$ cat src/rtl/smt_pkg.sv
`timescale 1ns / 1ps
// Shared types and constants for the softmax with temperature block.
// No dependencies.
package smt_pkg;

  localparam int LOGIT_W = 24;
  localparam int CNT_W   = 7;
  localparam int IDX_W   = 6;
  localparam int INV_W   = 16;
  localparam int PROB_W  = 17;
  localparam int SUM_W   = 23;
  localparam int ACC_W   = 25;
  localparam int MAG_W   = 17;
  localparam int EXP_BITS = 17;

  localparam logic [1:0] STATUS_NORMAL = 2'd0;
  localparam logic [1:0] STATUS_WARN   = 2'd1;
  localparam logic [1:0] STATUS_CRIT   = 2'd2;

  localparam logic [24:0] RANGE_WARN_Q12 = 25'd819200;
  localparam logic [24:0] RANGE_CRIT_Q12 = 25'd4096000;
  localparam logic [28:0] CLAMP_Q12      = 29'd122880;
  localparam logic [INV_W-1:0] INV_TEMP_RESET = 16'd4096;

  typedef struct packed {
    logic [CNT_W-1:0]          len;
    logic signed [LOGIT_W-1:0] vmax;
    logic [1:0]                status;
    logic                      bank;
  } job_t;

  function automatic logic [23:0] exp_coef(input logic [4:0] b);
    case (b)
      5'd0:    exp_coef = 24'd16773120;
      5'd1:    exp_coef = 24'd16769026;
      5'd2:    exp_coef = 24'd16760840;
      5'd3:    exp_coef = 24'd16744480;
      5'd4:    exp_coef = 24'd16711808;
      5'd5:    exp_coef = 24'd16646655;
      5'd6:    exp_coef = 24'd16517109;
      5'd7:    exp_coef = 24'd16261035;
      5'd8:    exp_coef = 24'd15760736;
      5'd9:    exp_coef = 24'd14805841;
      5'd10:   exp_coef = 24'd13066109;
      5'd11:   exp_coef = 24'd10175896;
      5'd12:   exp_coef = 24'd6171993;
      5'd13:   exp_coef = 24'd2270549;
      5'd14:   exp_coef = 24'd307285;
      5'd15:   exp_coef = 24'd5628;
      5'd16:   exp_coef = 24'd2;
      default: exp_coef = 24'd0;
    endcase
  endfunction

endpackage

$ cat src/rtl/smt_front.sv
`timescale 1ns / 1ps
// Load front: stores logits into the banked buffer, tracks max and min,
// and posts one job per vector. Depends on smt_pkg.
module smt_front import smt_pkg::*; #(
  parameter int MAX_LEN = 64
) (
  input  logic                      clk,
  input  logic                      rst,
  input  logic                      accept,
  input  logic signed [LOGIT_W-1:0] logit,
  input  logic                      last_in,
  output logic                      we,
  output logic [CNT_W-1:0]          waddr,
  output logic                      job_push,
  output job_t                      job
);

  logic [CNT_W-1:0]          count;
  logic signed [LOGIT_W-1:0] vmax;
  logic signed [LOGIT_W-1:0] vmin;
  logic                      bank;
  logic signed [LOGIT_W-1:0] vmax_next;
  logic signed [LOGIT_W-1:0] vmin_next;
  logic [CNT_W-1:0]          count_inc;
  logic [24:0]               range;
  logic                      done;

  always_comb begin
    if (count == '0) begin
      vmax_next = logit;
      vmin_next = logit;
    end else begin
      vmax_next = (logit > vmax) ? logit : vmax;
      vmin_next = (logit < vmin) ? logit : vmin;
    end
    count_inc = count + CNT_W'(1);
    done      = last_in || (count_inc == CNT_W'(MAX_LEN));
    range     = 25'({vmax_next[LOGIT_W-1], vmax_next} - {vmin_next[LOGIT_W-1], vmin_next});
    job.len   = count_inc;
    job.vmax  = vmax_next;
    job.bank  = bank;
    if (range > RANGE_CRIT_Q12) job.status = STATUS_CRIT;
    else if (range > RANGE_WARN_Q12) job.status = STATUS_WARN;
    else job.status = STATUS_NORMAL;
  end

  assign we       = accept;
  assign waddr    = bank ? CNT_W'(count + CNT_W'(MAX_LEN)) : count;
  assign job_push = accept && done;

  always_ff @(posedge clk) begin
    if (rst) begin
      count <= '0;
      bank  <= 1'b0;
      vmax  <= '0;
      vmin  <= '0;
    end else if (accept) begin
      vmax <= vmax_next;
      vmin <= vmin_next;
      if (done) begin
        count <= '0;
        bank  <= ~bank;
      end else begin
        count <= count_inc;
      end
    end
  end

endmodule

$ cat config.mk
export PLATFORM = sky130hd
export DESIGN_NAME = smt_front
export DESIGN_NICKNAME = d
export VERILOG_FILES = /design/src/rtl/smt_pkg.sv /design/src/rtl/smt_front.sv
export SDC_FILE = /design/constraint.sdc
export NUM_CORES = 1
export LEC_CHECK = 0
export BUFFER_PORTS_ARGS = -buffer_cell sky130_fd_sc_hd__buf_2
export CAP_MARGIN = 20
export CORE_ASPECT_RATIO = 0.7
export CORE_UTILIZATION = 60
export DETAILED_ROUTE_END_ITERATION = 12
export PLACE_DENSITY = 0.82
export SLEW_MARGIN = 30
export SYNTH_ARGS = -nofsm -noshare
export SYNTH_HDL_FRONTEND = slang
export SYNTH_SLANG_ARGS = --single-unit
$ cat constraint.sdc
create_clock -name clk -period 22.7 [get_ports clk]
set_input_delay 4.54 -clock clk [delete_from_list [all_inputs] [get_ports clk]]
set_output_delay 4.54 -clock clk [all_outputs]
set_load 0.05 [all_outputs]
==> Word-level counts from Yosys, hierarchy flattened <==
Cells that the tools add are included.
W data, S select, Z words.
{ "word_totals": {"register_bits": 56, "inputBits": 28, "output_inout_bits": 43, "word_cells": 25} }
{ "classes": {"n_addsub": 3, "n_lt_le_gt_ge": 4, "n_eq_ne": 1, "mux": 8, "bitwise_logic": 1, "reduce_logical": 4} }
{ "ops": {"columns": ["cell", "n"], "rows": [
  ["$mux W24", 4],
  ["$gt A25 B20 Y1 const B", 1],
  ["$gt A25 B22 Y1 const B", 1],
  ["$sub A24 B24 Y25", 1],
  ["$gt A24 B24 Y1", 1],
  ["$lt A24 B24 Y1", 1],
  ["$mux W7", 2],
  ["$add A7 B1 Y7 const B", 1],
  ["$add A7 B7 Y7 const B", 1],
  ["$eq A7 B7 Y1 const B", 1],
  ["$logic_not A7 Y1", 1],
  ["$mux W2", 1],
  ["$reduce_and A2 Y1", 1],
  ["$logic_and A1 B1 Y1", 1],
  ["$logic_or A1 B1 Y1", 1],
  ["$mux W1", 1],
  ["$not A1 Y1", 1]
]} }

==> Logic depth before layout (Yosys ltp) <==
{ "depth": {"word_depth": 7, "depth_mapped": 29, "mapped_depth_nobuf": 27} }

==> Least setup slack after synthesis <==
No wires, ideal clock.
{ "synth_timing": {"path_type": "input -> output", "start": "in logit[15]", "end": "out job[2] (netlist name)", "arrival_time_ns": 9.739, "required_ns": 18.160, "path_slack_ns": 8.421, "stages": 24, "n_path_buf": 2, "cell_sequence": "ha_1 nand4_1 nor4_1 a41oi_1 o211ai_1 buf_2 buf_1 mux2i_1 inv_1 ha_1 nor2b_1 o21a_1 o21a_1 o21ai_0 a21oi_1 o211ai_1 a31oi_1 o21ai_1 a31o_2 a31o_1 mux2_4 a22o_1 a21o_1 nand2_1"} }
{ "synth_rtl": {"columns": ["item", "line", "source"], "rows": [
  ["start: declaration", "smt_front.sv:10", "input logic signed [LOGIT_W-1:0] logit,"],
  ["end: declaration", "smt_front.sv:15", "output job_t job"]
]} }

==> flow_results.org <==
** Status
- Outcome :: complete, no violations

** STA
- Setup repair after global routing left no endpoint under its margin.
- Summed over all failing endpoints, the final setup total negative slack is 0 ns.
- Actual transition at the worst max-transition pin :: between 0.9 and 1 ns
- The final-report max-slew violation count is 0.
- For this run, the top clock speed supported by timing is 0.06487 GHz.
- Worst slew slack as a fraction of its limit :: 35.19%
- Clock period minus worst slack :: 15.41 ns
- The total count of hold-check failures in the final report was 0.
- Final Skew :: 0.003981 ns
- Setup violations remaining at the end of the flow were counted as 0.
- Final worst path period share :: 67.91%

** Die
- Std cell rows :: 29
- After floorplanning, the core was sized to cover 9071 um^2.
- Die area :: about 9700 um^2
- Die outline width :: 117.5 um
- Ports placed on the boundary :: between 70 and 80
- Starting utilization of the core area :: 61.79%
- The floorplan step set the die height to 82.87 um.

** Final layout
- Number of fill cells :: around 790
- Registers take between 1000 and 1500 um^2.
- Nets :: approximately 860
- In the final layout, the multi-input gates occupy 4064 um^2.
- Synth-to-layout area growth :: 8.951%
- Layout Cell Area excl Fill :: between 6000 and 7000 um^2
- Fraction of final layout cells with drive strength greater than 1 :: 16.47%
- The number of antenna diodes in the final layout is 0.

** Worst setup path
- The slowest stage of the critical path is the sky130_fd_sc_hd__ha_1 cell.
- Stages on worst setup path :: 26
- Critical path capture point type :: primary output
- Data on the critical path arrives at its endpoint at 10.87 ns.
- The critical path contains buffers and inverters numbering 2 combined.
- The startpoint identified for the worst register-to-register timing path is vmin[23].
- Worst setup path startpoint :: logit[23]
- Counting cells, the worst reg-to-reg path comes to 11.
- The critical path is of the input pin to primary output type.
- On the worst path, the slowest cell contributes a delay of 0.72 ns.
- At the worst endpoint, the required time is between 15 and 20 ns.
- Slack of the worst reg-to-reg path :: 18.89 ns
- Type of element launching the critical path :: input pin
- Top cell family by delay on the critical path :: simple AND/OR/NAND/NOR gates
- Capture point of the critical path :: job[2]
- Of all nets on the critical path, the largest fanout is 25.
- The endpoint identified for the worst register-to-register timing path is vmin[12].

** Synth
- Leading area contributor after synthesis :: sky130_fd_sc_hd__dfxtp_1
- Per-instance average area after synthesis :: between 7 and 8 um^2
- Synthesis handed over a netlist of slightly above 700 instances.
- Among all flip-flop cells after synthesis, the most frequent one is sky130_fd_sc_hd__dfxtp_1.
- Syn Std Cell Area :: about 5600 um^2
- Flops & latches, synth :: 56
- Counting every net in the synthesized netlist gives 814.
- Number of enable-type register cells in the synthesized netlist :: 0
- Area share of the largest cell type after synthesis :: 20.00%
- Number of warnings printed during yosys synthesis :: 0
- Area contributors post-synth :: sky130_fd_sc_hd__dfxtp_1 (20%), sky130_fd_sc_hd__ha_1 (15%), sky130_fd_sc_hd__nor2_1 (6.8%)
- Async set-or-reset flop fraction in the synthesized netlist :: 0%
- Synth cell count leaders :: sky130_fd_sc_hd__nor2_1 (101), sky130_fd_sc_hd__ha_1 (68), sky130_fd_sc_hd__inv_1 (64)
- By instance count, the leading cell after synthesis is sky130_fd_sc_hd__nor2_1.
- Yosys mapped the design onto 63 distinct sky130hd cell types.
- Sequential cells were found to cover 20.00% of the synthesized design area.

** Routing
- Dividing the detail-routed wire length by the instance count gives 16.31 um.
- Detailed Routing Iterations Pass 1 :: 7
- After the first detailed-routing iteration, the DRC count stood at about 500.
- After detailed routing, the number of remaining DRC violations is 0.
- Using the TritonRoute via totals, the vias-per-cell ratio works out to ~6.2.
- Routed via count :: 5,432
- The routed design has 14,400 um of wire.
- DRT antenna net count :: 0

** Global routing
- Pin count of the biggest net entering global routing :: 84
- After global routing the overflow that remains totals 0.
- First-pass GRT wire length :: around 24,000 um
- Tot GR Track Use :: between 20% and 30%
- The initial antenna violation count is 0.
- The via count of the first global-routing pass came to 5,010.

** Placed design
- Dpl hpwl :: around 11,000 um
- Final GP Congestion :: 0.9272
- Area after DPL :: 5949 um^2
- In this run the tool buffered the top-level ports with 70 buffer cells.

** Clock tree
- Number of hold buffers added after cts :: 0
- Buffer count from post-CTS setup fixing :: 0
- The H-tree was split into 2 levels.
- Clock-pin slew on the worst setup and hold paths :: 0.08 ns
- The tree is rooted in a sky130_fd_sc_hd__clkbuf_16.
- Number of buffers on the longest clock path :: 2
- Quantity of gates resized following cts :: 0
- Buffers inserted during clock tree synthesis total 5.
- CTS saw 56 sinks.
- Clock latency on the worst-skew pair, taken at its later pin, is 0.30 ns.
- CTS tree :: built

** Power and ir drop
- Worst ir drop on vdd :: 0.00003442 V
- Pwr/cell area :: 59.16 nW/um^2
- Leak :: 2.632 nW

** Job
- Max-cap violations in this run came to 0.

** Worst hold path
- The min-delay analysis places its worst path in the category flip-flop to flip-flop.
==> routing by layer <==
layer | share of wire [%] | up-vias | GRT usage [%]
met4 | 1.1 | 0 | 6.643
met5 | 0 | - | 0
met2 | 44 | 234 | 47.82
met1 | 48 | 2535 | 42.32
li1 | - | 2647 | -
met3 | 7.5 | 16 | 4.258
==> report_power, final <==
part | internal, W | leakage (nW) | switching, W | total (W)
logic | 0.0000626 | 2.09 | 0.000106 | 0.000169
registers | 0.000105 | 0.462 | 0.00000441 | 0.000109
clock network | 0.0000421 | 0.0748 | 0.0000414 | 0.0000835
==> worst min path at each step <==
stage,depth (start not counted),end,slack [ns],from
after floorplan,2,vmin[13],0.46,vmin[13]
after global placement,2,vmin[13],0.47,vmin[13]
after detailed placement,2,vmin[15],0.48,vmin[15]
after CTS,2,vmin[15],0.49,vmin[15]
after global routing,2,vmin[8],0.51,vmin[8]
final,2,vmin[3],0.49,vmin[3]
==> cells in the final DEF (no fill, tap or decap), types with 3 or more instances in the layout <==
cell                        count
sky130_fd_sc_hd__mux2i_1       28
sky130_fd_sc_hd__and3_1         6
sky130_fd_sc_hd__nor4_1         6
sky130_fd_sc_hd__o21ai_1        4
sky130_fd_sc_hd__and4_1         3
sky130_fd_sc_hd__nand4_1        9
sky130_fd_sc_hd__nand3_1       15
sky130_fd_sc_hd__a21o_1         8
sky130_fd_sc_hd__a2111oi_0      3
sky130_fd_sc_hd__nand2b_1      15
sky130_fd_sc_hd__nor2b_1        4
sky130_fd_sc_hd__buf_4          4
sky130_fd_sc_hd__a2111oi_4      5
sky130_fd_sc_hd__o21ai_0       27
sky130_fd_sc_hd__o21a_1        13
sky130_fd_sc_hd__xor2_1         9
sky130_fd_sc_hd__a31oi_1        6
sky130_fd_sc_hd__ha_1          68
sky130_fd_sc_hd__o211ai_1       5
sky130_fd_sc_hd__a211oi_1      30
sky130_fd_sc_hd__maj3_1         3
sky130_fd_sc_hd__nand3b_1       3
sky130_fd_sc_hd__dfxtp_1       56
sky130_fd_sc_hd__and2_1         5
sky130_fd_sc_hd__clkbuf_16      5
sky130_fd_sc_hd__nor2_1       101
sky130_fd_sc_hd__mux2_2        23
sky130_fd_sc_hd__xnor2_1       12
sky130_fd_sc_hd__buf_2         69
sky130_fd_sc_hd__inv_1         64
sky130_fd_sc_hd__nor3_1        12
sky130_fd_sc_hd__a21oi_1       63
sky130_fd_sc_hd__nand2_1       35
==> cell type report <==
type | instances | share of cell area, %
Timing Repair Buffer | 73 | 6.146
Sequential cell | 56 | 18.36
Tap cell | 124 | 2.540
Clock buffer | 5 | 2.049
Clock inverter | 3 | 0.4302
Multi-Input combinational cell | 558 | 66.54
Inverter | 64 | 3.934
==> through the flow <==
step / instances / total power (W) / hold WS, ns / utilization (%) / setup WS [ns]
detailed placement: 875 / 0.0002754 / 0.4769 / 65.59 / 7.204
global placement: 875 / 0.0002694 / 0.4722 / 65.56 / 7.509
global route: 883 / 0.0003836 / 0.5132 / 67.32 / 6.747
CTS: 883 / 0.0003588 / 0.4873 / 67.26 / 7.218
finish: 883 / 0.0003613 / 0.4870 / 67.32 / 7.285
floorplan: 717 / 0.0002402 / 0.4631 / - / 8.421
==> registers in the layout, summed over array words and instances (netlist names) <==
register  cells
vmax         24
count         7
vmin         24
bank          1
==> worst register-to-register path, delay by kind of cell, from the launching register on <==
family                   cells  cell delay (ns)
flip-flops                   1             0.34
buffers and inverters        2             0.46
AND/OR/NAND/NOR              6             1.58
multiplexers                 1             0.27
AO/OA/AOI/OAI                1             0.30
adder cells (fa/ha/maj)      1             0.72
==> cell families after synthesis <==
family / share of synthesized area, %
AND/OR/NAND/NOR: 18.91
AO/OA/AOI/OAI: 23.97
buffers and inverters: 7.612
adder cells (fa/ha/maj): 16.07
flip-flops: 20.00
multiplexers: 10.16
XOR/XNOR: 3.281
No activity file was read; power rests on OpenSTA's default activity.
