<file path="src/rtl/smt_pkg.sv">
`timescale 1ns / 1ps
// Shared types and constants for the softmax with temperature block.
// No dependencies.
package smt_pkg;

  localparam int LOGIT_W = 24;
  localparam int CNT_W   = 7;
  localparam int IDX_W   = 6;
  localparam int INV_W   = 16;
  localparam int PROB_W  = 17;
  localparam int SUM_W   = 23;
  localparam int ACC_W   = 25;
  localparam int MAG_W   = 17;
  localparam int EXP_BITS = 17;

  localparam logic [1:0] STATUS_NORMAL = 2'd0;
  localparam logic [1:0] STATUS_WARN   = 2'd1;
  localparam logic [1:0] STATUS_CRIT   = 2'd2;

  localparam logic [24:0] RANGE_WARN_Q12 = 25'd819200;
  localparam logic [24:0] RANGE_CRIT_Q12 = 25'd4096000;
  localparam logic [28:0] CLAMP_Q12      = 29'd122880;
  localparam logic [INV_W-1:0] INV_TEMP_RESET = 16'd4096;

  typedef struct packed {
    logic [CNT_W-1:0]          len;
    logic signed [LOGIT_W-1:0] vmax;
    logic [1:0]                status;
    logic                      bank;
  } job_t;

  function automatic logic [23:0] exp_coef(input logic [4:0] b);
    case (b)
      5'd0:    exp_coef = 24'd16773120;
      5'd1:    exp_coef = 24'd16769026;
      5'd2:    exp_coef = 24'd16760840;
      5'd3:    exp_coef = 24'd16744480;
      5'd4:    exp_coef = 24'd16711808;
      5'd5:    exp_coef = 24'd16646655;
      5'd6:    exp_coef = 24'd16517109;
      5'd7:    exp_coef = 24'd16261035;
      5'd8:    exp_coef = 24'd15760736;
      5'd9:    exp_coef = 24'd14805841;
      5'd10:   exp_coef = 24'd13066109;
      5'd11:   exp_coef = 24'd10175896;
      5'd12:   exp_coef = 24'd6171993;
      5'd13:   exp_coef = 24'd2270549;
      5'd14:   exp_coef = 24'd307285;
      5'd15:   exp_coef = 24'd5628;
      5'd16:   exp_coef = 24'd2;
      default: exp_coef = 24'd0;
    endcase
  endfunction

endpackage

</file>
<file path="src/rtl/smt_jobq.sv">
`timescale 1ns / 1ps
// Two-entry queue of vector jobs between the load front and the compute back.
// Depends on smt_pkg.
module smt_jobq import smt_pkg::*; (
  input  logic clk,
  input  logic rst,
  input  logic push,
  input  job_t push_job,
  output logic qfull,
  input  logic pop,
  output logic head_valid,
  output job_t head
);

  job_t       e0;
  job_t       e1;
  logic [1:0] cnt;

  assign qfull      = (cnt == 2'd2);
  assign head_valid = (cnt != 2'd0);
  assign head       = e0;

  always_ff @(posedge clk) begin
    if (rst) begin
      cnt <= 2'd0;
    end else begin
      case ({push, pop})
        2'b10: begin
          if (cnt == 2'd0) e0 <= push_job;
          else e1 <= push_job;
          cnt <= cnt + 2'd1;
        end
        2'b01: begin
          e0 <= e1;
          cnt <= cnt - 2'd1;
        end
        2'b11: begin
          if (cnt == 2'd1) begin
            e0 <= push_job;
          end else begin
            e0 <= e1;
            e1 <= push_job;
          end
        end
        default: begin
        end
      endcase
    end
  end

endmodule

</file>
<file path="config.mk">
export PLATFORM = sky130hd
export DESIGN_NAME = smt_jobq
export DESIGN_NICKNAME = d
export VERILOG_FILES = /design/src/rtl/smt_pkg.sv /design/src/rtl/smt_jobq.sv
export SDC_FILE = /design/constraint.sdc
export NUM_CORES = 1
export LEC_CHECK = 0
export BUFFER_PORTS_ARGS = -buffer_cell sky130_fd_sc_hd__buf_2
export CAP_MARGIN = 20
export CORE_UTILIZATION = 56
export CTS_BUF_LIST = sky130_fd_sc_hd__clkbuf_4
export DETAILED_ROUTE_END_ITERATION = 12
export HOLD_SLACK_MARGIN = 0.02
export PLACE_DENSITY = 0.82
export REMOVE_ABC_BUFFERS = 1
export SLEW_MARGIN = 20
export SYNTH_ARGS = -nofsm -noshare
export SYNTH_HDL_FRONTEND = slang
export SYNTH_SLANG_ARGS = --single-unit
</file>
<file path="constraint.sdc">
create_clock -name clk -period 5.55 [get_ports clk]
set_clock_uncertainty 0.1 [all_clocks]
set_input_delay 0.2775 -clock clk [delete_from_list [all_inputs] [get_ports clk]]
set_output_delay 0.2775 -clock clk [all_outputs]
set_load 0.05 [all_outputs]
</file>
* After elaboration in Yosys (flattened, before gate mapping)
Cells that the tools add are included.
** Word-level totals
- Flip-flop bits (word level) :: 70
- Input port bits :: 38
- Output and inout port bits :: 36
- Logic and storage cells :: 34
** Operators by class
- Add/sub/neg operators :: 2
- Equality and inequality tests :: 8
- Mux-type cells :: 7
- Bitwise logic cells :: 1
- Reduce and logical (&&, ||, !) cells :: 7
** Operators with widths (count)
- two-way mux 34 bit :: 4
- one-hot mux 34 bit (3 select lines) :: 1
- one-hot mux 34 bit (2 select lines) :: 1
- == test 2 bit (second input constant) :: 3
- != test 2 bit (second input constant) :: 3
- nonzero test 2 bit :: 3
- == test 2 x 1 -> 1 bit (second input constant) :: 2
- one-hot mux 2 bit (2 select lines) :: 1
- AND reduction 4 bit :: 1
- AND reduction 3 bit :: 1
- nonzero test 3 bit :: 1
- adder 2 x 1 -> 2 bit (second input constant) :: 1
- zero test 2 bit :: 1
- subtractor 2 x 1 -> 2 bit (second input constant) :: 1
- inverter 1 bit :: 1

* Logic depth before layout (Yosys ltp)
Gate-level depths: netlist (run 1).
- Word-level depth :: 3
- Mapped depth :: 6
- Depth with buffers taken out :: 4

* Worst setup path before layout (run 1)
Ideal clock, no wire load.
- Path type :: register to register
- Start :: register cnt[1]
- End :: register e1[0] (netlist bit) (enable)
- Setup time :: 0.468 ns
- Data arrival time :: 3.406 ns
- Required time :: 4.982 ns
- Slack :: 1.577 ns
- Cell stages (with the launch flop) :: 7
- Path buffers :: 2
- Clock period less this slack :: 3.973 ns
- Cells stage by stage :: dfxtp_1 inv_1 ha_1 buf_6 buf_8 a22o_1 nor3_1
** On the way
- Cells in the longest elaborated chain, start to end :: 3
- Elaborated cells between the ends (all ways) :: 5
- Classes of those cells :: 3 x eq/ne; 2 x reduce/logical
** Ends and longest elaborated chain
- from (decl) :: RTL line smt_jobq.sv:17 : logic [1:0] cnt;
- from (signal assigned) :: RTL line smt_jobq.sv:31 : cnt <= cnt + 2'd1;
- from (signal assigned) :: RTL line smt_jobq.sv:35 : cnt <= cnt - 2'd1;
- == test 2 x 1 -> 1 bit or zero test 2 bit (tied branches) :: RTL line smt_jobq.sv:38, smt_jobq.sv:29
- != test 2 bit (no source line)
- AND reduction 4 bit (no source line) *
- to (signal assigned) :: RTL line smt_jobq.sv:30 : else e1 <= push_job;
- to (signal assigned) :: RTL line smt_jobq.sv:42 : e1 <= push_job;
- to (decl) :: RTL line smt_jobq.sv:16 : job_t e1;
Every way passes the cells marked *; elsewhere a longest branch is shown, timed or not.
A chain may end at the register's enable or synchronous reset.

* Worst setup path after layout (run 1)
- Start :: register cnt[1]
- End :: register e1[22] (netlist bit) (enable)
The elaborated chain is that of the path after synthesis.

==> metrics, run 1 <==
Area growth syn-to-layout 27.4%; Post-CTS Resized 0; status finished, final reports clean; dpl hpwl ~3.9 mm; min Tclk post-route roughly 2.4 ns; clk_lat worst skew between 0.3 and 0.4 ns; worst rel slew slack a little over half; Critical Path Sink e1[22]; reg2reg setup slack between 3 and 4 ns; crit path DAT 2.37 ns; Initial Util between 50% and 60%; leakage ~1.7 nW; post-route ant nets 0; I/O Buffers 73; Post-Syn Area per Cell between 15 and 20 um^2; flops & latches, synth 70; GRT Overall Usage approximately 21%; dpl ws ~2.8 ns; H-tree levels 3; CTS tree yes; initial antenna violation count 0; Routability Congestion 0.705; Mapped Area 3400 um^2; Netlist cell types 19; Vias around 2200; final core occ about three quarters; total clock sinks 70; first-pass GRT wire length about 10 mm; CP Max Fanout 27; Setup CP Type reg -> reg; placed inst area roughly 3800 um^2; Final #Nets 363; CP Launch Point cnt[1]; max-cap violations 0; most frequent cells in the layout 73 x buf_2, 68 x edfxtp_1, 35 x dlygate4sd3_1; IO Pins 74; setup_tns 0 ns; fillcell total 381; Synthesis Warnings 0; Syn Inst Count roughly 210; drt pass-1 iters 5; WL/cell between 15 and 20 um; worst min path class in -> reg; die width 79.9 um; fin crit share 43.4%; Reg clk slew, reported paths roughly 0.11 ns; pin count of the biggest net entering global routing 38; Worst EP required ~5.5 ns; Final Cell Area between 4000 and 5000 um^2; Die Y ~80 um; CP endpoint kind flip-flop; layout cell share with drive strength beyond 1 between 40% and 50%; total power between 1 and 1.5 mW; post-layout worst setup margin 3.14 ns; worst flop-to-flop path startpoint cnt[1]; row count 28; register area share after synthesis between 60 and 70%; # setup viols final 0; Core Box Area 5890 um^2; Worst-Margin Slew 0.717 ns; Slew Limit Fails 0; die area 6390 um^2; RSZ-0062 raised after global routing false; Overflow after GRT 0; R2R depth 5; antenna cells 0; DRC violations left 0; end of the worst register-to-register path e1[22]; final hold viol count 0; Peak Freq ~410 MHz; power density cells 306 nW/um^2; clock buffer count from CTS 9; clock tree buffer depth 2; most common cell after layout, fill and taps aside buf_2; # Post-CTS Setup Buffers 0; vias in the first global route 2143; Vias/cell 5.48; VDD IR max ~0.17 mV; CP startpoint kind flip-flop; root buf cell clkbuf_4; violation count after the first detailed-route iteration around 140; hold buffers post-CTS 35; drt total wl 6.61 mm
[how the worst min path moves through the flow]
stage                  from  cells after the start      to
6_report                pop                      4  cnt[1]
4_1_cts                 pop                      4  cnt[1]
5_1_grt                 pop                      4  cnt[1]
3_3_place_gp   push_job[21]                      1  e1[21]
2_1_floorplan           rst                      1  cnt[0]
3_5_place_dp    push_job[2]                      1   e1[2]
[worst max-delay path, stage by stage, from the launching register on]
cell	delay, ns
dfxtp_1	0.37
inv_1	0.07
ha_2	0.30
a22o_1	0.28
nor3_2	0.49
buf_4	0.45
[flip-flops by register name, summed over array words and instances, names as in the netlist]
register  flops
e1           34
cnt           2
head         34
[stage by stage]
| step | hold slack [ns] | instances |
|---|---|---|
| final | 0.265 | 398 |
| after CTS | 0.238 | 397 |
| after global routing | 0.307 | 398 |
| after global placement | 0.388 | 346 |
| after detailed placement | 0.390 | 346 |
| after floorplan | 0.250 | 194 |
[kinds of logic after synthesis]
group,synth area share [%]
simple gates,6.91
flops,61.2
fa+ha+maj,2.57
mux,14.5
buf+inv,3.64
xor+xnor,0.515
compound gates,10.7
[synth_stat cells]
master / instances / share of area [%]
edfxtp_1: 68 / 60
buf_2: 5 / 0.74
mux2_2: 5 / 1.7
nor2_1: 3 / 0.33
mux2_4: 29 / 13
dfxtp_1: 2 / 1.2
a211oi_1: 2 / 0.44
ha_1: 7 / 2.6
clkbuf_1: 5 / 0.55
a221o_1: 34 / 10
buf_6: 1 / 0.33
buf_8: 3 / 1.3
inv_1: 5 / 0.55
a22o_1: 1 / 0.26
nor3_1: 1 / 0.15
clkbuf_2: 1 / 0.15
and2_1: 34 / 6.3
nor2_2: 1 / 0.18
xnor2_1: 2 / 0.51
[cell type report]
class | count | area, um^2 | share of cell area [%]
Inverter | 5 | 18.8 | 0.433
Tap cell | 75 | 93.8 | 2.16
Clock buffer | 11 | 82.6 | 1.90
Clock inverter | 5 | 73.8 | 1.70
Multi-Input combinational cell | 119 | 1220 | 28.1
Sequential cell | 70 | 2080 | 48.0
Timing Repair Buffer | 113 | 766 | 17.7
[where the power goes]
group,total [mW],switching (mW),internal (mW),leakage (nW)
combinational,0.322,0.186,0.136,0.993
clock,0.364,0.173,0.190,0.0883
sequential,0.641,0.0129,0.628,0.658
[layer usage]
layer | vias up | share of wire [%] | global-route usage, %
li1 | 1047 | - | -
met1 | 1040 | 44 | 28.3
met2 | 86 | 50 | 34.4
met3 | 8 | 4.8 | 3.20
met4 | 0 | 1.7 | 10.9
met5 | - | 0 | 0
No activity file was read; power rests on OpenSTA's default activity.
==> inputs of run 2 (changes only) <==
--- a/config.mk
+++ b/config.mk
@@ -5,13 +5,14 @@
 export SDC_FILE = /design/constraint.sdc
 export NUM_CORES = 1
 export LEC_CHECK = 0
+export ABC_AREA = 1
 export BUFFER_PORTS_ARGS = -buffer_cell sky130_fd_sc_hd__buf_2
 export CAP_MARGIN = 20
-export CORE_UTILIZATION = 56
+export CORE_UTILIZATION = 54
 export CTS_BUF_LIST = sky130_fd_sc_hd__clkbuf_4
 export DETAILED_ROUTE_END_ITERATION = 12
 export HOLD_SLACK_MARGIN = 0.02
-export PLACE_DENSITY = 0.82
+export PLACE_DENSITY = 0.81
 export REMOVE_ABC_BUFFERS = 1
 export SLEW_MARGIN = 20
 export SYNTH_ARGS = -nofsm -noshare
==> constraint.sdc (replaced) <==
create_clock -name clk -period 2.5 [get_ports clk]
set_clock_uncertainty 0.1 [all_clocks]
set_input_delay 0.125 -clock clk [delete_from_list [all_inputs] [get_ports clk]]
set_output_delay 0.125 -clock clk [all_outputs]
set_load 0.05 [all_outputs]
==> metrics, run 2 <==
drt total wl 5.39 mm; clock buffer count from CTS 9; end of the worst register-to-register path head[27]; share of flip-flops with an asynchronous set or reset 0%; RSZ-0062 raised after global routing false; Worst-Margin Slew between 0.4 and 0.5 ns; Syn Inst Count 216; Vias between 1500 and 2000; I/O Buffers 73; clk_lat worst skew roughly 0.39 ns; drt pass-1 iters 4; Overflow after GRT 0; dpl hpwl roughly 3.2 mm; row count 26; Post-CTS Resized 0; reg2reg setup slack 0.61 ns; dominant combinational cell family by area after synthesis simple AND/OR/NAND/NOR gates; Routability Congestion 0.663; Netlist cell types 19; mux contribution to synthesized area 0%; Post-Synth Adder-Cell Area under 10%; die width 74.5 um; flops & latches, synth 70; crit path DAT approximately 2.0 ns; antenna cells 0; Synth Flop Type edfxtp_1; Reg clk slew, reported paths around 0.10 ns; post-synth top area share approximately 72%; root buf cell clkbuf_4; setup_tns 0 ns; initial antenna violation count 0; worst flop-to-flop path startpoint cnt[1]; Core Box Area just over 5000 um^2; layout cell share with drive strength beyond 1 roughly a third; XOR/XNOR Fraction of Synth Area 0%; pin count of the biggest net entering global routing 36; leakage 1.63 nW; Slew Limit Fails 0; top post-synthesis cells by area edfxtp_1 72%, nand2_1 8.3%, nand3_1 6.2%; # Post-CTS Setup Buffers 0; worst min path class in -> reg; Initial Util 56.0%; vias in the first global route 1779; min Tclk post-route 1.89 ns; Synthesis Warnings 0; IO Pins 74; Post-Syn Area per Cell approximately 13 um^2; final core occ about three quarters; Final #Nets around 380; CP Max Fanout 35; status finished, final reports clean; die area between 5000 and 6000 um^2; Area growth syn-to-layout 32.0%; Peak Freq 529 MHz; WL/cell 13.4 um; CP endpoint kind flip-flop; Hold Slack about 0.19 ns; worst rel slew slack a little under three quarters; Synth Area in Compound Gates less than 1%; most common cell after layout, fill and taps aside buf_2; biggest area consumer among synthesized cells edfxtp_1; Setup CP Type reg -> reg; max-cap violations 0; Vias/cell roughly 4.8; total power 2.65 mW; Critical Path Sink head[27]; post-route ant nets 0; most frequent cells in the layout 73 x buf_2, 68 x edfxtp_1, 63 x nand2_1; CTS tree yes; DRC violations left 0; fin crit share between 70% and 80%; Mapped Area 2840 um^2; EDFF count, synth 68; register area share after synthesis 73.3%; GRT Overall Usage around a fifth; power density cells between 700 and 800 nW/um^2; first-pass GRT wire length about 8.3 mm; violation count after the first detailed-route iteration 126; Post-synth top cells 68 x edfxtp_1, 63 x nand2_1, 35 x nand3_1; Die Y 74.5 um; CP startpoint kind flip-flop; top-count cell post-synth edfxtp_1; R2R depth 8; CP Launch Point cnt[1]; Worst EP required approximately 2.6 ns; # setup viols final 0; total clock sinks 70; clock tree buffer depth 2; final hold viol count 0; VDD IR max approximately 0.43 mV; H-tree levels 3; simple-gate share of the synthesized area roughly a fifth; fillcell total between 300 and 400
==> run 2: worst max-delay path, stage by stage (launching register included) <==
cell	delay, ns
dfxtp_1	0.34
inv_1	0.10
ha_1	0.17
inv_1	0.07
nand2_4	0.05
buf_4	0.37
nand2_8	0.26
nand2_1	0.14
nand2_1	0.06
==> run 2: stage by stage <==
stage / setup WS, ns / area (um^2) / cells
6_report: 0.610 / 3750 / 403
5_1_grt: 0.519 / 3750 / 403
4_1_cts: 0.622 / 3750 / 403
3_5_place_dp: 0.635 / 3260 / 354
3_3_place_gp: 0.737 / 3260 / 354
2_1_floorplan: -1.02 / 2770 / 207
==> run 2: cells by family (layout without fill, tap and decap cells) <==
logic type	Yosys count	count (layout)
simple gates	114	114
flops	70	70
buf+inv	21	138
fa+ha+maj	7	7
compound gates	4	4
==> run 2: timing repair <==
item	CTS	global route
setup endpoints to repair	0	0
hold buffers	35	0
hold endpoints to repair	70	0
==> run 2: final cells by class <==
| type | count | area, um^2 | area share, % |
|---|---|---|---|
| inverter | 12 | 45.0 | 1.20 |
| clock inverter | 5 | 76.3 | 2.04 |
| sequential | 70 | 2080 | 55.5 |
| multi-input combinational | 125 | 646 | 17.2 |
| tap | 70 | 87.6 | 2.34 |
| timing repair buffer | 112 | 746 | 19.9 |
| clock buffer | 9 | 67.6 | 1.80 |
==> run 2: per-layer routing <==
layer	share of wire, %	global-route usage [%]
met3	6.6	5.28
met2	52	34.8
met4	1.2	10.5
met5	0	0
met1	40	25.9
==> run 2: how the worst min path moves through the flow <==
stage	from	endpoint	slack (ns)	cells past startpoint
final	pop	cnt[0]	0.19	6
after CTS	pop	cnt[0]	0.17	6
after floorplan	rst	cnt[0]	0.09	1
after global routing	pop	cnt[0]	0.23	6
after global placement	push_job[4]	e1[4]	0.22	1
after detailed placement	push_job[0]	e1[0]	0.22	1
==> run 2: power breakdown <==
group | internal (mW) | switching [mW] | total, mW
logic | 0.147 | 0.346 | 0.493
clock network | 0.390 | 0.359 | 0.749
registers | 1.39 | 0.0212 | 1.41
