[config.mk]
export PLATFORM = sky130hd
export DESIGN_NAME = smt_back
export DESIGN_NICKNAME = d
export VERILOG_FILES = /design/src/rtl/smt_pkg.sv /design/src/rtl/smt_ram.sv /design/src/rtl/smt_back.sv
export SDC_FILE = /design/constraint.sdc
export NUM_CORES = 2
export LEC_CHECK = 0
export BUFFER_PORTS_ARGS = -buffer_cell sky130_fd_sc_hd__buf_2
export CORE_MARGIN = 4
export CORE_UTILIZATION = 35
export DETAILED_ROUTE_END_ITERATION = 10
export SYNTH_ARGS = -nofsm -noshare
export SYNTH_HDL_FRONTEND = slang
export SYNTH_HIERARCHICAL = 1
export SYNTH_SLANG_ARGS = --single-unit
[constraint.sdc]
create_clock -name clk -period 16.2 [get_ports clk]
set_input_delay 0.81 -clock clk [delete_from_list [all_inputs] [get_ports clk]]
set_output_delay 0.81 -clock clk [all_outputs]
set_load 0.005 [all_outputs]
[src/rtl/smt_pkg.sv]
`timescale 1ns / 1ps
// Shared types and constants for the softmax with temperature block.
// No dependencies.
package smt_pkg;

  localparam int LOGIT_W = 24;
  localparam int CNT_W   = 7;
  localparam int IDX_W   = 6;
  localparam int INV_W   = 16;
  localparam int PROB_W  = 17;
  localparam int SUM_W   = 23;
  localparam int ACC_W   = 25;
  localparam int MAG_W   = 17;
  localparam int EXP_BITS = 17;

  localparam logic [1:0] STATUS_NORMAL = 2'd0;
  localparam logic [1:0] STATUS_WARN   = 2'd1;
  localparam logic [1:0] STATUS_CRIT   = 2'd2;

  localparam logic [24:0] RANGE_WARN_Q12 = 25'd819200;
  localparam logic [24:0] RANGE_CRIT_Q12 = 25'd4096000;
  localparam logic [28:0] CLAMP_Q12      = 29'd122880;
  localparam logic [INV_W-1:0] INV_TEMP_RESET = 16'd4096;

  typedef struct packed {
    logic [CNT_W-1:0]          len;
    logic signed [LOGIT_W-1:0] vmax;
    logic [1:0]                status;
    logic                      bank;
  } job_t;

  function automatic logic [23:0] exp_coef(input logic [4:0] b);
    case (b)
      5'd0:    exp_coef = 24'd16773120;
      5'd1:    exp_coef = 24'd16769026;
      5'd2:    exp_coef = 24'd16760840;
      5'd3:    exp_coef = 24'd16744480;
      5'd4:    exp_coef = 24'd16711808;
      5'd5:    exp_coef = 24'd16646655;
      5'd6:    exp_coef = 24'd16517109;
      5'd7:    exp_coef = 24'd16261035;
      5'd8:    exp_coef = 24'd15760736;
      5'd9:    exp_coef = 24'd14805841;
      5'd10:   exp_coef = 24'd13066109;
      5'd11:   exp_coef = 24'd10175896;
      5'd12:   exp_coef = 24'd6171993;
      5'd13:   exp_coef = 24'd2270549;
      5'd14:   exp_coef = 24'd307285;
      5'd15:   exp_coef = 24'd5628;
      5'd16:   exp_coef = 24'd2;
      default: exp_coef = 24'd0;
    endcase
  endfunction

endpackage

[src/rtl/smt_ram.sv]
`timescale 1ns / 1ps
// Generic one-write one-read RAM with registered read data.
// No dependencies.
module smt_ram #(
  parameter int WIDTH = 8,
  parameter int DEPTH = 16,
  parameter int ADDR_W = 4
) (
  input  logic              clk,
  input  logic              we,
  input  logic [ADDR_W-1:0] waddr,
  input  logic [WIDTH-1:0]  wdata,
  input  logic [ADDR_W-1:0] raddr,
  output logic [WIDTH-1:0]  rdata
);

  logic [WIDTH-1:0] mem [DEPTH];

  always_ff @(posedge clk) begin
    if (we) begin
      mem[waddr] <= wdata;
    end
    rdata <= mem[raddr];
  end

endmodule

[src/rtl/smt_back.sv]
`timescale 1ns / 1ps
// Compute back: per job, scaled exponent of every element, running sum,
// then one divide per element into the output word. Depends on smt_pkg, smt_ram.
module smt_back import smt_pkg::*; #(
  parameter int MAX_LEN = 64
) (
  input  logic                      clk,
  input  logic                      rst,
  input  logic [INV_W-1:0]          inv_temp,
  input  logic                      job_valid,
  input  job_t                      job_in,
  output logic                      job_pop,
  output logic [CNT_W-1:0]          lraddr,
  input  logic signed [LOGIT_W-1:0] lrdata,
  input  logic                      pop,
  output logic                      empty,
  output logic [PROB_W-1:0]         probability,
  output logic [1:0]                range_status,
  output logic                      last_out
);

  localparam logic [3:0] S_IDLE = 4'd0;
  localparam logic [3:0] S_ARD  = 4'd1;
  localparam logic [3:0] S_AMUL = 4'd2;
  localparam logic [3:0] S_ASCL = 4'd3;
  localparam logic [3:0] S_AEXP = 4'd4;
  localparam logic [3:0] S_AWR  = 4'd5;
  localparam logic [3:0] S_BRD  = 4'd6;
  localparam logic [3:0] S_BLD  = 4'd7;
  localparam logic [3:0] S_BDIV = 4'd8;
  localparam logic [3:0] S_BOUT = 4'd9;

  localparam int NUM_W = 33;

  logic [3:0]        state;
  job_t              job;
  logic [CNT_W-1:0]  idx;
  logic [SUM_W-1:0]  sum;
  logic [40:0]       prod;
  logic [MAG_W-1:0]  mag;
  logic [ACC_W-1:0]  acc;
  logic [4:0]        bit_idx;
  logic [NUM_W-1:0]  numq;
  logic [SUM_W:0]    rem;
  logic [5:0]        step;
  logic              out_valid;

  logic [24:0]       diff;
  logic [28:0]       mag_full;
  logic [48:0]       acc_prod;
  logic [ACC_W-1:0]  acc_step;
  logic [ACC_W-1:0]  exp_round;
  logic [PROB_W-1:0] exp_val;
  logic [PROB_W-1:0] erdata;
  logic [SUM_W:0]    rem_sh;
  logic              rem_ge;
  logic              slot_free;

  smt_ram #(.WIDTH(PROB_W), .DEPTH(MAX_LEN), .ADDR_W(IDX_W)) u_exp_ram (
    .clk  (clk),
    .we   (state == S_AWR),
    .waddr(idx[IDX_W-1:0]),
    .wdata(exp_val),
    .raddr(idx[IDX_W-1:0]),
    .rdata(erdata)
  );

  always_comb begin
    diff      = 25'({job.vmax[LOGIT_W-1], job.vmax} - {lrdata[LOGIT_W-1], lrdata});
    mag_full  = 29'((prod + 41'd2048) >> 12);
    acc_prod  = acc * exp_coef(bit_idx);
    acc_step  = ACC_W'((acc_prod + 49'd8388608) >> 24);
    exp_round = acc + ACC_W'(128);
    exp_val   = exp_round[24:8];
    rem_sh    = {rem[SUM_W-1:0], numq[NUM_W-1]};
    rem_ge    = rem_sh >= {1'b0, sum};
    slot_free = !out_valid || pop;
  end

  assign lraddr       = job.bank ? CNT_W'(idx + CNT_W'(MAX_LEN)) : idx;
  assign job_pop      = (state == S_BOUT) && slot_free && (idx + CNT_W'(1) == job.len);
  assign empty        = !out_valid;

  always_ff @(posedge clk) begin
    if (rst) begin
      state     <= S_IDLE;
      out_valid <= 1'b0;
    end else begin
      if (pop && out_valid) out_valid <= 1'b0;
      case (state)
        S_IDLE: begin
          if (job_valid) begin
            job   <= job_in;
            idx   <= '0;
            sum   <= '0;
            state <= S_ARD;
          end
        end
        S_ARD: state <= S_AMUL;
        S_AMUL: begin
          prod  <= 41'(diff * inv_temp);
          state <= S_ASCL;
        end
        S_ASCL: begin
          mag     <= (mag_full > CLAMP_Q12) ? MAG_W'(CLAMP_Q12) : mag_full[MAG_W-1:0];
          acc     <= ACC_W'(1) << 24;
          bit_idx <= '0;
          state   <= S_AEXP;
        end
        S_AEXP: begin
          if (mag[bit_idx]) acc <= acc_step;
          if (bit_idx == 5'(EXP_BITS - 1)) state <= S_AWR;
          else bit_idx <= bit_idx + 5'd1;
        end
        S_AWR: begin
          sum <= sum + SUM_W'(exp_val);
          if (idx + CNT_W'(1) == job.len) begin
            idx   <= '0;
            state <= S_BRD;
          end else begin
            idx   <= idx + CNT_W'(1);
            state <= S_ARD;
          end
        end
        S_BRD: state <= S_BLD;
        S_BLD: begin
          numq  <= {erdata, 16'd0} + NUM_W'(sum >> 1);
          rem   <= '0;
          step  <= '0;
          state <= S_BDIV;
        end
        S_BDIV: begin
          rem  <= rem_ge ? (rem_sh - {1'b0, sum}) : rem_sh;
          numq <= {numq[NUM_W-2:0], rem_ge};
          if (step == 6'(NUM_W - 1)) state <= S_BOUT;
          else step <= step + 6'd1;
        end
        S_BOUT: begin
          if (slot_free) begin
            out_valid    <= 1'b1;
            probability  <= numq[PROB_W-1:0];
            range_status <= job.status;
            last_out     <= (idx + CNT_W'(1) == job.len);
            if (idx + CNT_W'(1) == job.len) begin
              state <= S_IDLE;
            end else begin
              idx   <= idx + CNT_W'(1);
              state <= S_BRD;
            end
          end
        end
        default: state <= S_IDLE;
      endcase
    end
  end

endmodule

# Word level (Yosys, flattened, before mapping)

Memories as Yosys holds them, arrays and structs flattened. A register that Yosys moved wholly into a read port is not among the register bits.
Cells that the tools add are included.

Add/subtract/negate cells: 11
Multiply operators: 2
Divide/modulo/power cells: 0
Order comparisons: 3
Equality and inequality tests: 20
Shift-type cells: 0
Muxes and demuxes: 32
Bitwise operators: 1
Reduce and logical (&&, ||, !) cells: 21

Operators with widths:

| cell                     | number |
|---|---|
| $pmux W23 S2             | 2 |
| $pmux W33 S2             | 1 |
| $pmux W25 S2             | 1 |
| $add A49 B24 Y49 const B | 1 |
| $mul A25 B24 Y49         | 1 |
| $mux W23                 | 2 |
| $add A41 B12 Y41 const B | 1 |
| $mul A25 B16 Y41         | 1 |
| $pmux W4 S10             | 1 |
| $mux W7                  | 5 |
| $add A33 B22 Y33         | 1 |
| $gt A29 B17 Y1 const B   | 1 |
| $add A25 B8 Y25 const B  | 1 |
| $mux W25                 | 1 |
| $sub A24 B24 Y25         | 1 |
| $ge A24 B23 Y1           | 1 |
| $add A23 B17 Y23         | 1 |
| $sub A23 B23 Y23         | 1 |
| $pmux W7 S3              | 1 |
| $reduce_and A3 Y1        | 6 |
| $eq A4 B3 Y1 const B     | 4 |
| $mux W4                  | 4 |
| $ne A2 B2 Y1 const B     | 8 |
| $pmux W6 S2              | 1 |
| other kinds (27)         | 42 |

Flip-flop bits (word level): 239
Bits in latches: 0
RAM bits: 1088
ROM bits: 768
Input port bits: 78
Output and inout bits: 29
Logic and storage cells: 110
Memories kept: 2

Memories:

| name             | words | bits a word | read ports | clocked after memory_dff | wr ports | line          | text |
|---|---|---|---|---|---|---|---|
| u_exp_ram.mem    | 64    | 17          | 1          | 1                        | 1        | smt_ram.sv:17 | `logic [WIDTH-1:0] mem [DEPTH];` |
| (name not given) | 32    | 24          | 1          | 1                        | 0        | smt_pkg.sv:33 | `case (b)` |

# Depth between registers and ports, before layout

Word-level depth: 5
Mapped depth: 35
Mapped depth without buffers: 34

# Cells and area by module

The synthesis kept the hierarchy.

By module, submodules not included:

| module   | times used | cells an instance | area an instance (µm²) |
|---|---|---|---|
| smt_back | 1          | 4830              | 45041.9 |
| smt_ram  | 1          | 1953              | 42344.4 |

# Worst setup path after synthesis

OpenSTA, ideal clock, no wires.

Path type: in2reg
Start point: input port lrdata[8]
End point: register prod[40], data pin
Library setup time: 0.260 ns
Arrival: 8.262 ns
Data required time: 15.940 ns
Setup slack: 7.678 ns
Stages on the path: 33
Path buffers: 1
Path through: inv_1 ha_1 a21oi_1 o21ai_0 a211oi_1 o21bai_1 a221oi_1 o21ai_0 a21o_1 a21oi_1 xnor2_1 clkbuf_1 nand2_1 fa_1 fa_1 fa_1 inv_1 fa_1 fa_1 inv_1 fa_1 inv_1 ha_1 and3_1 and2_1 a221oi_1 o21a_1 o31ai_1 nand3_1 a31oi_1 a21oi_1 o21bai_1 xnor2_1

Longest elaborated chain between the ends: 2

RTL lines:

| what                 | line            | text |
|---|---|---|
| from (decl)          | smt_back.sv:14  | `input logic signed [LOGIT_W-1:0] lrdata,` |
| $sub A24 B24 Y25     | smt_back.sv:69  | `diff = 25'({job.vmax[LOGIT_W-1], job.vmax} - {lrdata[LOGIT_W-1], lrdata});` |
| $mul A25 B16 Y41     | smt_back.sv:101 | `prod <= 41'(diff * inv_temp);` |
| to (signal assigned) | smt_back.sv:101 |  |
| to (decl)            | smt_back.sv:39  | `logic [40:0] prod;` |

Every way passes these cells.
A chain may end at the register's enable or synchronous reset.

# Worst setup path in the final report

Start point: register job[11] (netlist name)
End point: register prod[40], data pin

Longest elaborated chain between the ends: 2

RTL lines:

| what                   | line            | text |
|---|---|---|
| from (decl)            | smt_back.sv:36  | `job_t job;` |
| from (signal assigned) | smt_back.sv:93  | `job <= job_in;` |
| $sub A24 B24 Y25       | smt_back.sv:69  |  |
| $mul A25 B16 Y41       | smt_back.sv:101 |  |

Every way passes these cells.

==> flow_summary.ini <==
[synth]
syn_area_um2 = 87400
ys_types = 81
synth-seq-cells = 1357
syn_inst = 6783
yosys.area.top_type = edfxtp_1
synth_area_leaders = edfxtp_1 45%, fa_1 19%, mux4_2 5.7%
syn_nets = 8077
synth_warnings = 6
synth_ff_type = edfxtp_1
async_flop_share = 0
synth_seq_area_share = 0.461
netlist.area_leader.share = 0.451
syn_area_per_cell_um2 = 12.9
yosysMostFrequentCell = edfxtp_1
synthTopCellsByCount = 1311 x edfxtp_1, 960 x inv_1, 826 x fa_1
synth_edf_count = 1311

[outcome]
status = complete, no violations

[worst_setup_path]
cp-start-kind = flip-flop
crit_required_ns = 16.73
cp-end-kind = flip-flop
cp_data_arrival_time_ns = 9.39
crit_top_cell = fa_1
critPathMaxStageDelay_ns = 0.60
path_max_fanout = 16
cpMaxStageDelayCell = a221oi_1
crit_type = reg -> reg

[timing]
holdWs_ns = 0.173
setup_viol = 0
fin_tns_setup_ns = 0
relSlewSlack = 0.138
post-route-min-period_ns = 8.86
max_slew.worst_pin.slew_ns = 1.29
grt_setup_unrepaired = false
hold_viol_final = 0
finalCritPeriodShare = 0.547
max_clock_freq_mhz = 113
finClkSkew_ns = 0.0670
drv_slew = 0

[clocking]
clk_path_buf_depth = 3
clock_sinks = 1357
tritoncts = yes
root_buffer = clkbuf_16
ctsHoldBuffers = 0
cts_buffers = 141
clk_pin_slew_ns = 0.06
post_cts_resize_count = 0
htreeDepth = 4
clkLatencyLatePin_ns = 0.82
cts_setup_buffers = 0

[pwr]
p_sw_w = 0.00732
pwr_density_cell_nw_per_um2 = 186
ir_worst_vdd_mv = 0.692
combPwrFrac = 0.573
leakage_nw = 37.6
clkPwrFrac = 0.180
intPower_w = 0.0107
swShare = 0.407
share_seq_of_total_power = 0.248

[detailed_routing]
vias = 53000
vias_per_cell = 5.15
avgRoutedWirePerCell_um = 21.1
routed_wirelength_um = 217000
route.detailed.drc = 0
postRouteAntennaNets = 0
drtIter0Drc = 3882
first_pass_iters = 6

[global_route]
gr-usage-all-layers = 0.170
gr-usage-met2 = 0.284
antenna_found_initial = 10
use_met3 = 0.0248
busiest_layer = met2
grt_pass1_vias = 56400
grt_max_degree = 107
globalRouteMet1Util = 0.231
grt-ovfl-total = 0
grt_pass1_wl_um = 339000

[floorplan]
start_util = 0.352
ios = 107
dieArea_um2 = 258000
std_cell_rows = 183
die_y_um = 508
core_um2 = 248000
dieWidth_um = 508

[finish]
fill_cells = 23300
syn_to_final_growth_pct = 10.8
drive_above_1_share = 0.113
fin_nets = 8150
stdcell_count = 10300

[place]
numPortBuffers = 106
gp_congestion = 0.852
dp.cells = 10000
hpwl_um = 144000

[hold_path]
hold_path_class = in -> reg

[run]
drv_cap = 0
flip-flops by register name, indices dropped and copies added (netlist names), 5 cells and up, named ones only:
signal and cells:
mag 17, prod 30, sum 23, idx 7
probability 17, u_exp_ram/rdata 17, job 34, rem 23
bit_idx 5, acc 25, numq 33, u_exp_ram/mem 1088
step 6
cell type report:
class	count	area (um2)	area share
Multi-Input combinational cell	4122	42200	0.436
Sequential cell	1357	40300	0.416
Tap cell	3330	4170	0.0430
Clock buffer	169	3630	0.0375
Inverter	960	3600	0.0372
Timing Repair Buffer	274	1840	0.0190
Clock inverter	88	1050	0.0108
Antenna cell	7	17.5	0.000181
per-stage QoR:
stage / setup slack, ns / area [um2] / total power (W) / util
2_1_floorplan: 7.68 / 87400 / 0.0126 / -
3_3_place_gp: 6.90 / 92100 / 0.0148 / 0.371
3_5_place_dp: 6.92 / 92100 / 0.0149 / 0.371
4_1_cts: 7.44 / 96800 / 0.0182 / 0.390
5_1_grt: 6.67 / 96800 / 0.0199 / 0.390
6_report: 7.34 / 96800 / 0.0180 / 0.390
power groups by stage:
stage	Combinational [W]	Clock, W	Sequential (W)
CTS	0.0105	0.00331	0.00446
global route	0.0120	0.00344	0.00446
global placement	0.0103	0	0.00453
detailed placement	0.0104	0	0.00453
finish	0.0103	0.00323	0.00446
floorplan	0.00811	0	0.00449
logic make-up (layout without fill, tap and decap cells):
| family | count (synthesis) | after routing | synth area share |
|---|---|---|---|
| compound gates | 571 | 571 | 0.0439 |
| xor+xnor | 171 | 171 | 0.0171 |
| fa+ha+maj | 1216 | 1216 | 0.245 |
| buf+inv | 1304 | 1491 | 0.0598 |
| flops | 1357 | 1357 | 0.461 |
| mux | 389 | 389 | 0.0763 |
| other cells | 0 | 7 | 0 |
| simple gates | 1775 | 1775 | 0.0967 |
critical path: cells and delay by family (launching register included):
kind | cells | cell delay (ns)
AOI/OAI and AO/OA | 14 | 3.17
buffers and inverters | 4 | 0.43
adders and majority gates | 8 | 3.70
and+or+nand+nor | 4 | 0.65
DFF | 1 | 0.37
xor gates and xnor gates | 2 | 0.25
layer usage:
metal  routed length [um]  up-vias  share of wire
met5                    9        -       0.000041
met3                14200      294          0.065
met1                92200    27900           0.42
li1                     -    23200              -
met4                 6070        2          0.028
met2               105000     1666           0.48
layout by cell type, fill, tap and decap left out, types with 24 or more instances in the layout:
cell       count
a211oi_1      40
a21o_1        57
a21oi_1      145
a221oi_1      47
a22oi_1       65
and2_1       353
and3_1        33
buf_2        106
buf_4        164
clkbuf_1      28
clkbuf_16    141
clkinv_1      26
clkinv_2      24
dfxtp_1       45
edfxtp_1    1311
fa_1         826
ha_1         389
inv_1        960
mux2i_1      151
mux4_2       220
nand2_1      777
nand2b_1      30
nand3_1       77
nand4_1       32
nor2_1       267
nor2b_1       70
nor3_1        49
o21ai_0       86
xnor2_1       88
xor2_1        60
path summary, 6_finish.rpt:
check,startpoint,depth (start not counted),slack (ns),endpoint
worst max register to register,job[11],32,7.34,prod[40]
worst min register to register,job[1],0,0.42,range_status[0]
worst min-delay path,job_in[30],1,0.17,job[30]
worst max-delay path,job[11],32,7.34,prod[40]
Note: power is estimated with default switching activity, not from simulation.
